File: src/hw/rtl/bf3_pkg.sv
// Shared types and constants of the 3x3 RGB box filter.
`timescale 1ns / 1ps
package bf3_pkg;

  // Width of one channel field on the stream ports
  localparam int unsigned ChanPortW = 16;
  // Width of the frame size register
  localparam int unsigned CfgW      = 10;
  // Reset value of the frame size register
  localparam int unsigned CfgReset  = 512;
  // Depth of the queue of pending windows
  localparam int unsigned FifoDepth = 4;
  localparam int unsigned FifoPtrW  = $clog2(FifoDepth);
  localparam int unsigned FifoCntW  = FifoPtrW + 1;

  // Result kinds an input can cause, in raster order
  localparam int unsigned JobAboveLeft = 0;  // (r-1, c-1)
  localparam int unsigned JobAbove     = 1;  // (r-1, c) at the right edge
  localparam int unsigned JobLeft      = 2;  // (r, c-1) in the last row
  localparam int unsigned JobHere      = 3;  // (r, c) at the last pixel
  localparam int unsigned NumJobs      = 4;

  // Divisor handling after the pre-shift
  typedef enum logic [1:0] {
    DIV_NONE = 2'd0,
    DIV_3    = 2'd1,
    DIV_9    = 2'd2
  } div_mode_e;

  // Per-window control: which window rows and columns lie inside the frame,
  // and which results the window finishes
  typedef struct packed {
    logic [2:0]         row_in;
    logic [2:0]         col_in;
    logic [NumJobs-1:0] jobs;
  } bf3_ctl_t;

endpackage

File: src/hw/rtl/bf3_front.sv
// Input side: position counters, line buffer read-modify-write and 3x3 window.
`timescale 1ns / 1ps
module bf3_front import bf3_pkg::*; #(
  parameter int unsigned MaxSide = 512,
  parameter int unsigned ChanW   = 16,
  parameter int unsigned PosW    = 9
) (
  input  logic                          clk_i,
  input  logic                          rst_ni,
  input  logic                          cfg_we_i,
  input  logic [CfgW-1:0]               cfg_wdata_i,
  input  logic                          in_valid_i,
  output logic                          in_ready_o,
  input  logic [3*ChanW-1:0]            in_pix_i,
  input  logic [FifoCntW-1:0]           fifo_cnt_i,
  output logic                          mem_rd_en_o,
  output logic [PosW-1:0]               mem_rd_addr_o,
  input  logic [6*ChanW-1:0]            mem_rd_data_i,
  output logic                          mem_wr_en_o,
  output logic [PosW-1:0]               mem_wr_addr_o,
  output logic [6*ChanW-1:0]            mem_wr_data_o,
  output logic                          push_o,
  output logic [2:0][2:0][3*ChanW-1:0]  push_win_o,
  output bf3_ctl_t                      push_ctl_o,
  output logic [PosW-1:0]               push_row_o,
  output logic [PosW-1:0]               push_col_o
);

  localparam int unsigned PixW = 3 * ChanW;

  logic [CfgW-1:0] fs_q;
  logic [PosW-1:0] row_q, col_q;
  logic [31:0]     side;
  logic [PosW-1:0] last;
  logic            accept;

  logic            s1_v_q;
  logic [PixW-1:0] s1_pix_q;
  logic [PosW-1:0] s1_row_q, s1_col_q;
  bf3_ctl_t        s1_ctl_q, s0_ctl;

  logic [2:0][2:0][PixW-1:0] win_q, win_d;
  logic [PixW-1:0]           two_up, one_up;

  // Effective side length, clamped to 1..MaxSide
  always_comb begin
    if (fs_q == '0) begin
      side = 32'd1;
    end else if (32'(fs_q) > 32'(MaxSide)) begin
      side = 32'(MaxSide);
    end else begin
      side = 32'(fs_q);
    end
    last = PosW'(side - 32'd1);
  end

  // Room is kept in the window queue for this transaction and the one in flight
  assign in_ready_o = (32'(fifo_cnt_i) + 32'(s1_v_q)) < 32'(FifoDepth);
  assign accept     = in_valid_i && in_ready_o;

  // Frame size register and raster position
  always_ff @(posedge clk_i or negedge rst_ni) begin
    if (!rst_ni) begin
      fs_q  <= CfgW'(CfgReset);
      row_q <= '0;
      col_q <= '0;
    end else if (cfg_we_i) begin
      fs_q  <= cfg_wdata_i;
      row_q <= '0;
      col_q <= '0;
    end else if (accept) begin
      if (col_q == last) begin
        col_q <= '0;
        row_q <= (row_q == last) ? '0 : row_q + PosW'(1);
      end else begin
        col_q <= col_q + PosW'(1);
      end
    end
  end

  // Which window rows/columns are in frame and which results this pixel completes
  always_comb begin
    s0_ctl.row_in = {1'b1, row_q != '0, row_q > PosW'(1)};
    s0_ctl.col_in = {1'b1, col_q != '0, col_q > PosW'(1)};
    s0_ctl.jobs[JobAboveLeft] = (row_q != '0) && (col_q != '0);
    s0_ctl.jobs[JobAbove]     = (row_q != '0) && (col_q == last);
    s0_ctl.jobs[JobLeft]      = (row_q == last) && (col_q != '0);
    s0_ctl.jobs[JobHere]      = (row_q == last) && (col_q == last);
  end

  assign mem_rd_en_o   = accept;
  assign mem_rd_addr_o = col_q;

  // Stage 1 holds the pixel while the line buffer read completes
  always_ff @(posedge clk_i or negedge rst_ni) begin
    if (!rst_ni) begin
      s1_v_q <= 1'b0;
    end else begin
      s1_v_q <= accept;
    end
  end

  always_ff @(posedge clk_i) begin
    if (accept) begin
      s1_pix_q <= in_pix_i;
      s1_row_q <= row_q;
      s1_col_q <= col_q;
      s1_ctl_q <= s0_ctl;
    end
  end

  assign two_up = mem_rd_data_i[6*ChanW-1:PixW];
  assign one_up = mem_rd_data_i[PixW-1:0];

  // Window shifts one column left; the new column comes from the line buffer and the stage 1 pixel
  always_comb begin
    win_d = win_q;
    if (s1_v_q) begin
      for (int w = 0; w < 3; w++) begin
        win_d[w][0] = win_q[w][1];
        win_d[w][1] = win_q[w][2];
      end
      win_d[0][2] = two_up;
      win_d[1][2] = one_up;
      win_d[2][2] = s1_pix_q;
    end
  end

  always_ff @(posedge clk_i) begin
    win_q <= win_d;
  end

  // Line buffer write-back: each column moves up by one row
  assign mem_wr_en_o   = s1_v_q;
  assign mem_wr_addr_o = s1_col_q;
  assign mem_wr_data_o = {one_up, s1_pix_q};

  assign push_o     = s1_v_q && (s1_ctl_q.jobs != '0);
  assign push_win_o = win_d;
  assign push_ctl_o = s1_ctl_q;
  assign push_row_o = s1_row_q;
  assign push_col_o = s1_col_q;

endmodule

File: config.mk
export PLATFORM = sky130hd
export DESIGN_NAME = bf3_front
export DESIGN_NICKNAME = d
export VERILOG_FILES = /design/src/hw/rtl/bf3_pkg.sv /design/src/hw/rtl/bf3_front.sv
export SDC_FILE = /design/constraint.sdc
export NUM_CORES = 1
export LEC_CHECK = 0
export BUFFER_PORTS_ARGS = -buffer_cell sky130_fd_sc_hd__clkbuf_2
export CORE_AREA = 2 2 289 291
export DETAILED_ROUTE_END_ITERATION = 10
export DIE_AREA = 0 0 291 293
export PLACE_DENSITY = 0.51
export SLEW_MARGIN = 10
export SYNTH_ARGS = -nofsm -noshare
export SYNTH_HDL_FRONTEND = slang
export SYNTH_SLANG_ARGS = --single-unit
File: constraint.sdc
create_clock -name clk_i -period 4.3 [get_ports clk_i]
set_input_delay 0.215 -clock clk_i [delete_from_list [all_inputs] [get_ports clk_i]]
set_output_delay 0.215 -clock clk_i [all_outputs]
set_load 0.005 [all_outputs]
* Word level (Yosys, flattened, before mapping)
Cells that the tools add are included.
Operators by class: add/subtract/negate cells 4, muxes and demuxes 10, reduce and logical (&&, ||, !) cells 13, eq/ne operators 2, $lt $le $gt $ge 4
Operators with widths (count):
- two-way mux 432 bit | 1
- two-way mux 9 bit | 9
- adder 9 x 1 -> 9 bit, second input constant | 2
- == test 9 bit | 2
- > comparator 9 x 1 -> 1 bit, second input constant | 2
- nonzero test 9 bit | 2
- > comparator 10 bit, second input constant | 1
- logical NOT 10 bit | 1
- subtractor 9 x 1 -> 9 bit, second input constant | 1
- logical AND 1 bit | 6
- adder 3 x 1 -> 4 bit | 1
- less-than comparator 4 x 3 -> 1 bit, second input constant | 1
- nonzero test 2 bit | 2
- nonzero test 4 bit | 1
- AND reduction 2 bit | 1
Word-level totals: output and inout bits 578, word-level logic and storage cells 52, register bits 535, bits of input ports 161

* Logic depth before layout (Yosys ltp)
depth after elaboration 9, gate-level depth with buffers 14, depth with buffers taken out 11

* Worst setup path before layout
No wires, ideal clock.
path type reg-to-reg, start reg s1_v_q, in the netlist mem_wr_en_o, end reg row_q[4], cell stages (with the launch flop) 7, period minus slack after synthesis 4.225 ns, setup time 0.106 ns, required time 4.194 ns, data arrival time 4.119 ns, slack 0.075 ns, buffers on the path 1, path through dfrtp_1 -> a31oi_1 -> nand2_1 -> inv_1 -> clkbuf_1 -> nand4_1 -> o31ai_1
Between the ends: word-level cells in the longest chain between the ends 5
Ends and longest elaborated chain:
- start: declaration | line bf3_front.sv:37 | logic s1_v_q;
- start signal: assignment | line bf3_front.sv:99 | s1_v_q <= accept;
- adder 3 x 1 -> 4 bit | line bf3_front.sv:58 | assign in_ready_o = (32'(fifo_cnt_i) + 32'(s1_v_q)) < 32'(FifoDepth);
- less-than comparator 4 x 3 -> 1 bit | line bf3_front.sv:58
- net in_ready_o | line bf3_front.sv:13 | output logic in_ready_o,
- logical AND 1 bit | line bf3_front.sv:59 | assign accept = in_valid_i && in_ready_o;
- net mem_rd_en_o | line bf3_front.sv:16 | output logic mem_rd_en_o,
- nonzero test 2 bit (no source line)
- AND reduction 2 bit (no source line)
- end signal: assignment | line bf3_front.sv:74 | row_q <= (row_q == last) ? '0 : row_q + PosW'(1);
- end: declaration | line bf3_front.sv:32 | logic [PosW-1:0] row_q, col_q;
The timed path passes the listed nets, and every way through them passes these cells. A chain may end at the register's enable or synchronous reset.

* Worst setup path after layout
start reg fs_q[9], end reg row_q[6]
Between the ends: word-level cells in the longest chain between the ends 9, elaborated cells on any way between the ends 13, those cells by class add/sub (1); order compare (1); eq/ne (2); mux (6); reduce/logical (3)
Ends and longest elaborated chain:
- start: declaration | line bf3_front.sv:31 | logic [CfgW-1:0] fs_q;
- start signal: assignment | line bf3_front.sv:64 | fs_q <= CfgW'(CfgReset);
- start signal: assignment | line bf3_front.sv:68 | fs_q <= cfg_wdata_i;
- > comparator 10 bit | line bf3_front.sv:49 | end else if (32'(fs_q) > 32'(MaxSide)) begin
- two-way mux 9 bit | line bf3_front.sv:49
- two-way mux 9 bit (*) | line bf3_front.sv:47 | if (fs_q == '0) begin
- subtractor 9 x 1 -> 9 bit (*) | line bf3_front.sv:54 | last = PosW'(side - 32'd1);
- == test 9 bit | line bf3_front.sv:74
- two-way mux 9 bit | line bf3_front.sv:74
- two-way mux 9 bit | line bf3_front.sv:72 | if (col_q == last) begin
- two-way mux 9 bit | line bf3_front.sv:71 | end else if (accept) begin
- two-way mux 9 bit | line bf3_front.sv:67 | end else if (cfg_we_i) begin
Mark *: on every way between the ends. The rest lies on a longest branch, timed or not. The select of a mux whose other input is x is not followed.

==> metrics.md <==
| Metric | Value |
|---|---|
| Clk sink count | 535 |
| Die height | between 200 and 300 µm |
| Post-synth design cell area | 0.01869 mm² |
| Routed WL | around 55 mm |
| Clk root buf | clkbuf_16 |
| Vias per cell | 4.118 |
| First-pass GRT wire length | 82.27 mm |
| Critical path's top delay family | compound AO/OA/AOI/OAI gates |
| Util after Layout | 0.3268 |
| Fmax | around 260 MHz |
| Initial DRC Count | 388 |
| Overall Global Routing Usage | 0.1220 |
| Antenna violations before repair | 1 |
| Final setup TNS | 0 ns |
| WS Path Type | flip-flop to flip-flop |
| Status | completed |
| Post-synth EDFFs | 74 |
| Synth async-reset ratio | 0.05421 |
| Crit path max fanout | 22 |
| CTS tree | built |
| Ranking of synthesized cells by area | dfxtp_1 46%, mux2_2 27%, edfxtp_1 12%, dfrtp_1 3.7%, buf_4 2.4% |
| Die width | between 200 and 300 µm |
| Core region area | 0.08185 mm² |
| Synth Area in Compound Gates | 0.02973 |
| Critical Path RT | 4.79 ns |
| Max-Slew Margin vs Limit | 0.2247 |
| Clk slew on worst S/H paths | approximately 0.06 ns |
| Num rows | about 110 |
| Layout fillers | 8,164 |
| Distinct cells, synth | 68 |
| Total CTS buffers | 58 |
| CTS-repair resized insts | 0 |
| Pin count of the biggest net entering global routing | 180 |
| Clock skew | 0.01789 ns |
| Initial core utilization | 0.2283 |
| Post-synth top flop | dfxtp_1 |
| Commonest cells after routing, fill and taps aside | 736 x clkbuf_2, 442 x mux2_2, 432 x dfxtp_1 |
| Leak pwr | 11.72 nW |
| Period utilization | 0.8981 |
| XOR/XNOR Fraction of Synth Area | 0.006093 |
| Reg area | 0.01160 mm² |
| Syn Area/Cell | 14.28 µm² |
| I/O pin total | 739 |
| Final Power | between 15 and 20 mW |
| Ant. Diodes | 0 |
| Main combinational cell family by area after synthesis | multiplexers |
| Post-synthesis mux area share | 0.2674 |
| CP Launch Type | flip-flop |
| CP endpoint kind | flip-flop |
| Routed len/inst | 16.86 µm |
| Vias in the first global route | ~14,000 |
| Register area share after synthesis | 0.6206 |
| Pwr Density | ~570 mW/mm² |
| Synth Warn # | 0 |
| Max stage delay on crit path | roughly 0.75 ns |
| Hpwl dp | 41.12 mm |
| Hold Crit Class | input port to flip-flop |
| Layout Cells excl Fill | around 3,300 |
| Top-area cell type share of the netlist area | 0.4628 |
| H-tree level count | 2 |
| Finish-stage setup viols | 0 |
| Layout cells sized above 1 | 0.5911 |
| Post-synthesis adder-cell area fraction | 0.004687 |
| WP buf/inv | 2 |
| CP max-delay cell | dfstp_2 |
| Hold slack | 0.1029 ns |
| Crit path DAT | 4.35 ns |
| Placed Cells incl. Taps | 3,002 |
| Max VDD drop | around 340 µV |
| Multi-input gate area | 0.006351 mm² |
| Net count, final | 2,315 |
| Synthesis-to-finish area growth | 43.13% |
| Synth Area in Simple Gates | 0.03154 |
| Vias | between 10,000 and 15,000 |
| Max-cap check violation count | 0 |
| Drt first pass iters | 4 |
| Worst-skew pair later-pin latency | slightly above 0.6 ns |
| Cells after Synth | 1,309 |
| Minimum clock period | about 3.9 ns |
| Worst slew pin tran | ~1.2 ns |
| RSZ-0062 raised after global routing | no |
| Final Wtd Congestion | about 0.84 |
| DRC | 0 |
| Area of the die | 0.08526 mm² |
| Cell taking the most area after synthesis | dfxtp_1 |
| Port bufs | 736 |
| Max-slew violation count | 0 |
| Commonest non-fill, non-tap cell in the layout | clkbuf_2 |
| Synthesis-stage register bit count | about 540 |
| Antenna violation net count after detailed routing | 0 |
| Clock Path Buffers | 3 |
| Final hold vios | 0 |
| Grt ovf | 0 |
| Worst-path cell chain | inv_1, a32oi_1, ha_1, buf_4, nor3b_1, a21bo_2, nand2_1, a221oi_1, nor2_1, a21oi_2, nand4_1, o31ai_1 |
==> flip-flops by register name (all words and copies together) (netlist names) <==
name           count
win_q            432
row_q              9
push_ctl_o         8
push_row_o         9
mem_wr_addr_o      9
s1_pix_q          48
mem_rd_addr_o      9
fs_q              10
mem_wr_en_o        1
==> area by class of cell <==
type                       count  share of cell area
sequential                   535              0.4338
multi-input combinational    639              0.2375
timing repair buffer         901              0.1999
clock buffer                  80             0.06306
tap                         1070             0.05006
clock inverter                29             0.01399
inverter                      12            0.001731
==> Yosys cell counts, types with 4 or more instances <==
cell,instances
xor2_1,5
dfxtp_1,432
clkbuf_1,61
o31a_1,6
xnor2_1,8
nand4_1,4
mux2_2,442
ha_1,7
inv_1,12
a21oi_1,14
buf_4,59
nand2_1,16
and3_1,8
edfxtp_1,74
nor4_1,8
nor2_1,17
dfrtp_1,28
nand3_1,13
o21ai_1,6
o21ai_0,10
o31ai_1,5
a21o_1,4
a211oi_1,4
==> tightest hold or removal path: stages <==
cell and delay (ns):
clkbuf_2 0.08, nand2_1 0.18, nand2_1 0.13, a21oi_1 0.07
==> power breakdown <==
| part | switching, mW | internal [mW] |
|---|---|---|
| registers | 0.447 | 6.23 |
| logic | 1.58 | 1.77 |
| clock network | 2.06 | 3.22 |
| total | 4.09 | 11.2 |
==> per-stage QoR <==
stage,worst slack [ns],cell area [µm²]
2_1_floorplan,0.07492,18690
3_3_place_gp,0.6126,23130
3_5_place_dp,0.5234,23130
4_1_cts,0.4625,26750
5_1_grt,0.1309,26750
6_report,0.4380,26750
==> metal layers <==
| metal | track usage | vias up | share of wire |
|---|---|---|---|
| li1 | - | 6334 | - |
| met4 | 0.04916 | 0 | 0.037 |
| met2 | 0.2215 | 522 | 0.51 |
| met5 | 0 | - | 0 |
| met3 | 0.03759 | 112 | 0.075 |
| met1 | 0.1315 | 6482 | 0.38 |
==> path summary, 6_finish.rpt <==
path | depth (start not counted) | endpoint | from | slack, ns
setup / recovery | 12 | row_q[6] | fs_q[9] | 0.44
hold / removal | 4 | mem_rd_addr_o[1] | in_valid_i | 0.10
setup reg to reg | 12 | row_q[6] | fs_q[9] | 0.44
hold reg to reg | 1 | win_q[161] | win_q[161] | 0.47
max in group asynchronous | 2 | mem_wr_en_o | rst_ni | 3.51
min in group asynchronous | 2 | fs_q[6] | rst_ni | 0.22
==> cells by family after synthesis <==
logic type                 count (synthesis)
AOI/OAI and AO/OA                         79
xor gates and xnor gates                  13
DFF                                      535
other                                      1
adders and majority gates                  7
muxes                                    444
and+or+nand+nor                           94
buffers and inverters                    136
==> repair_timing <==
item | in CTS | in global routing
endpoints found under the hold margin | 182 | 0
hold buffers | 155 | 0
setup buffers | 0 | 0
setup endpoints to repair | 0 | 0
Note: power is estimated with default switching activity, not from simulation.
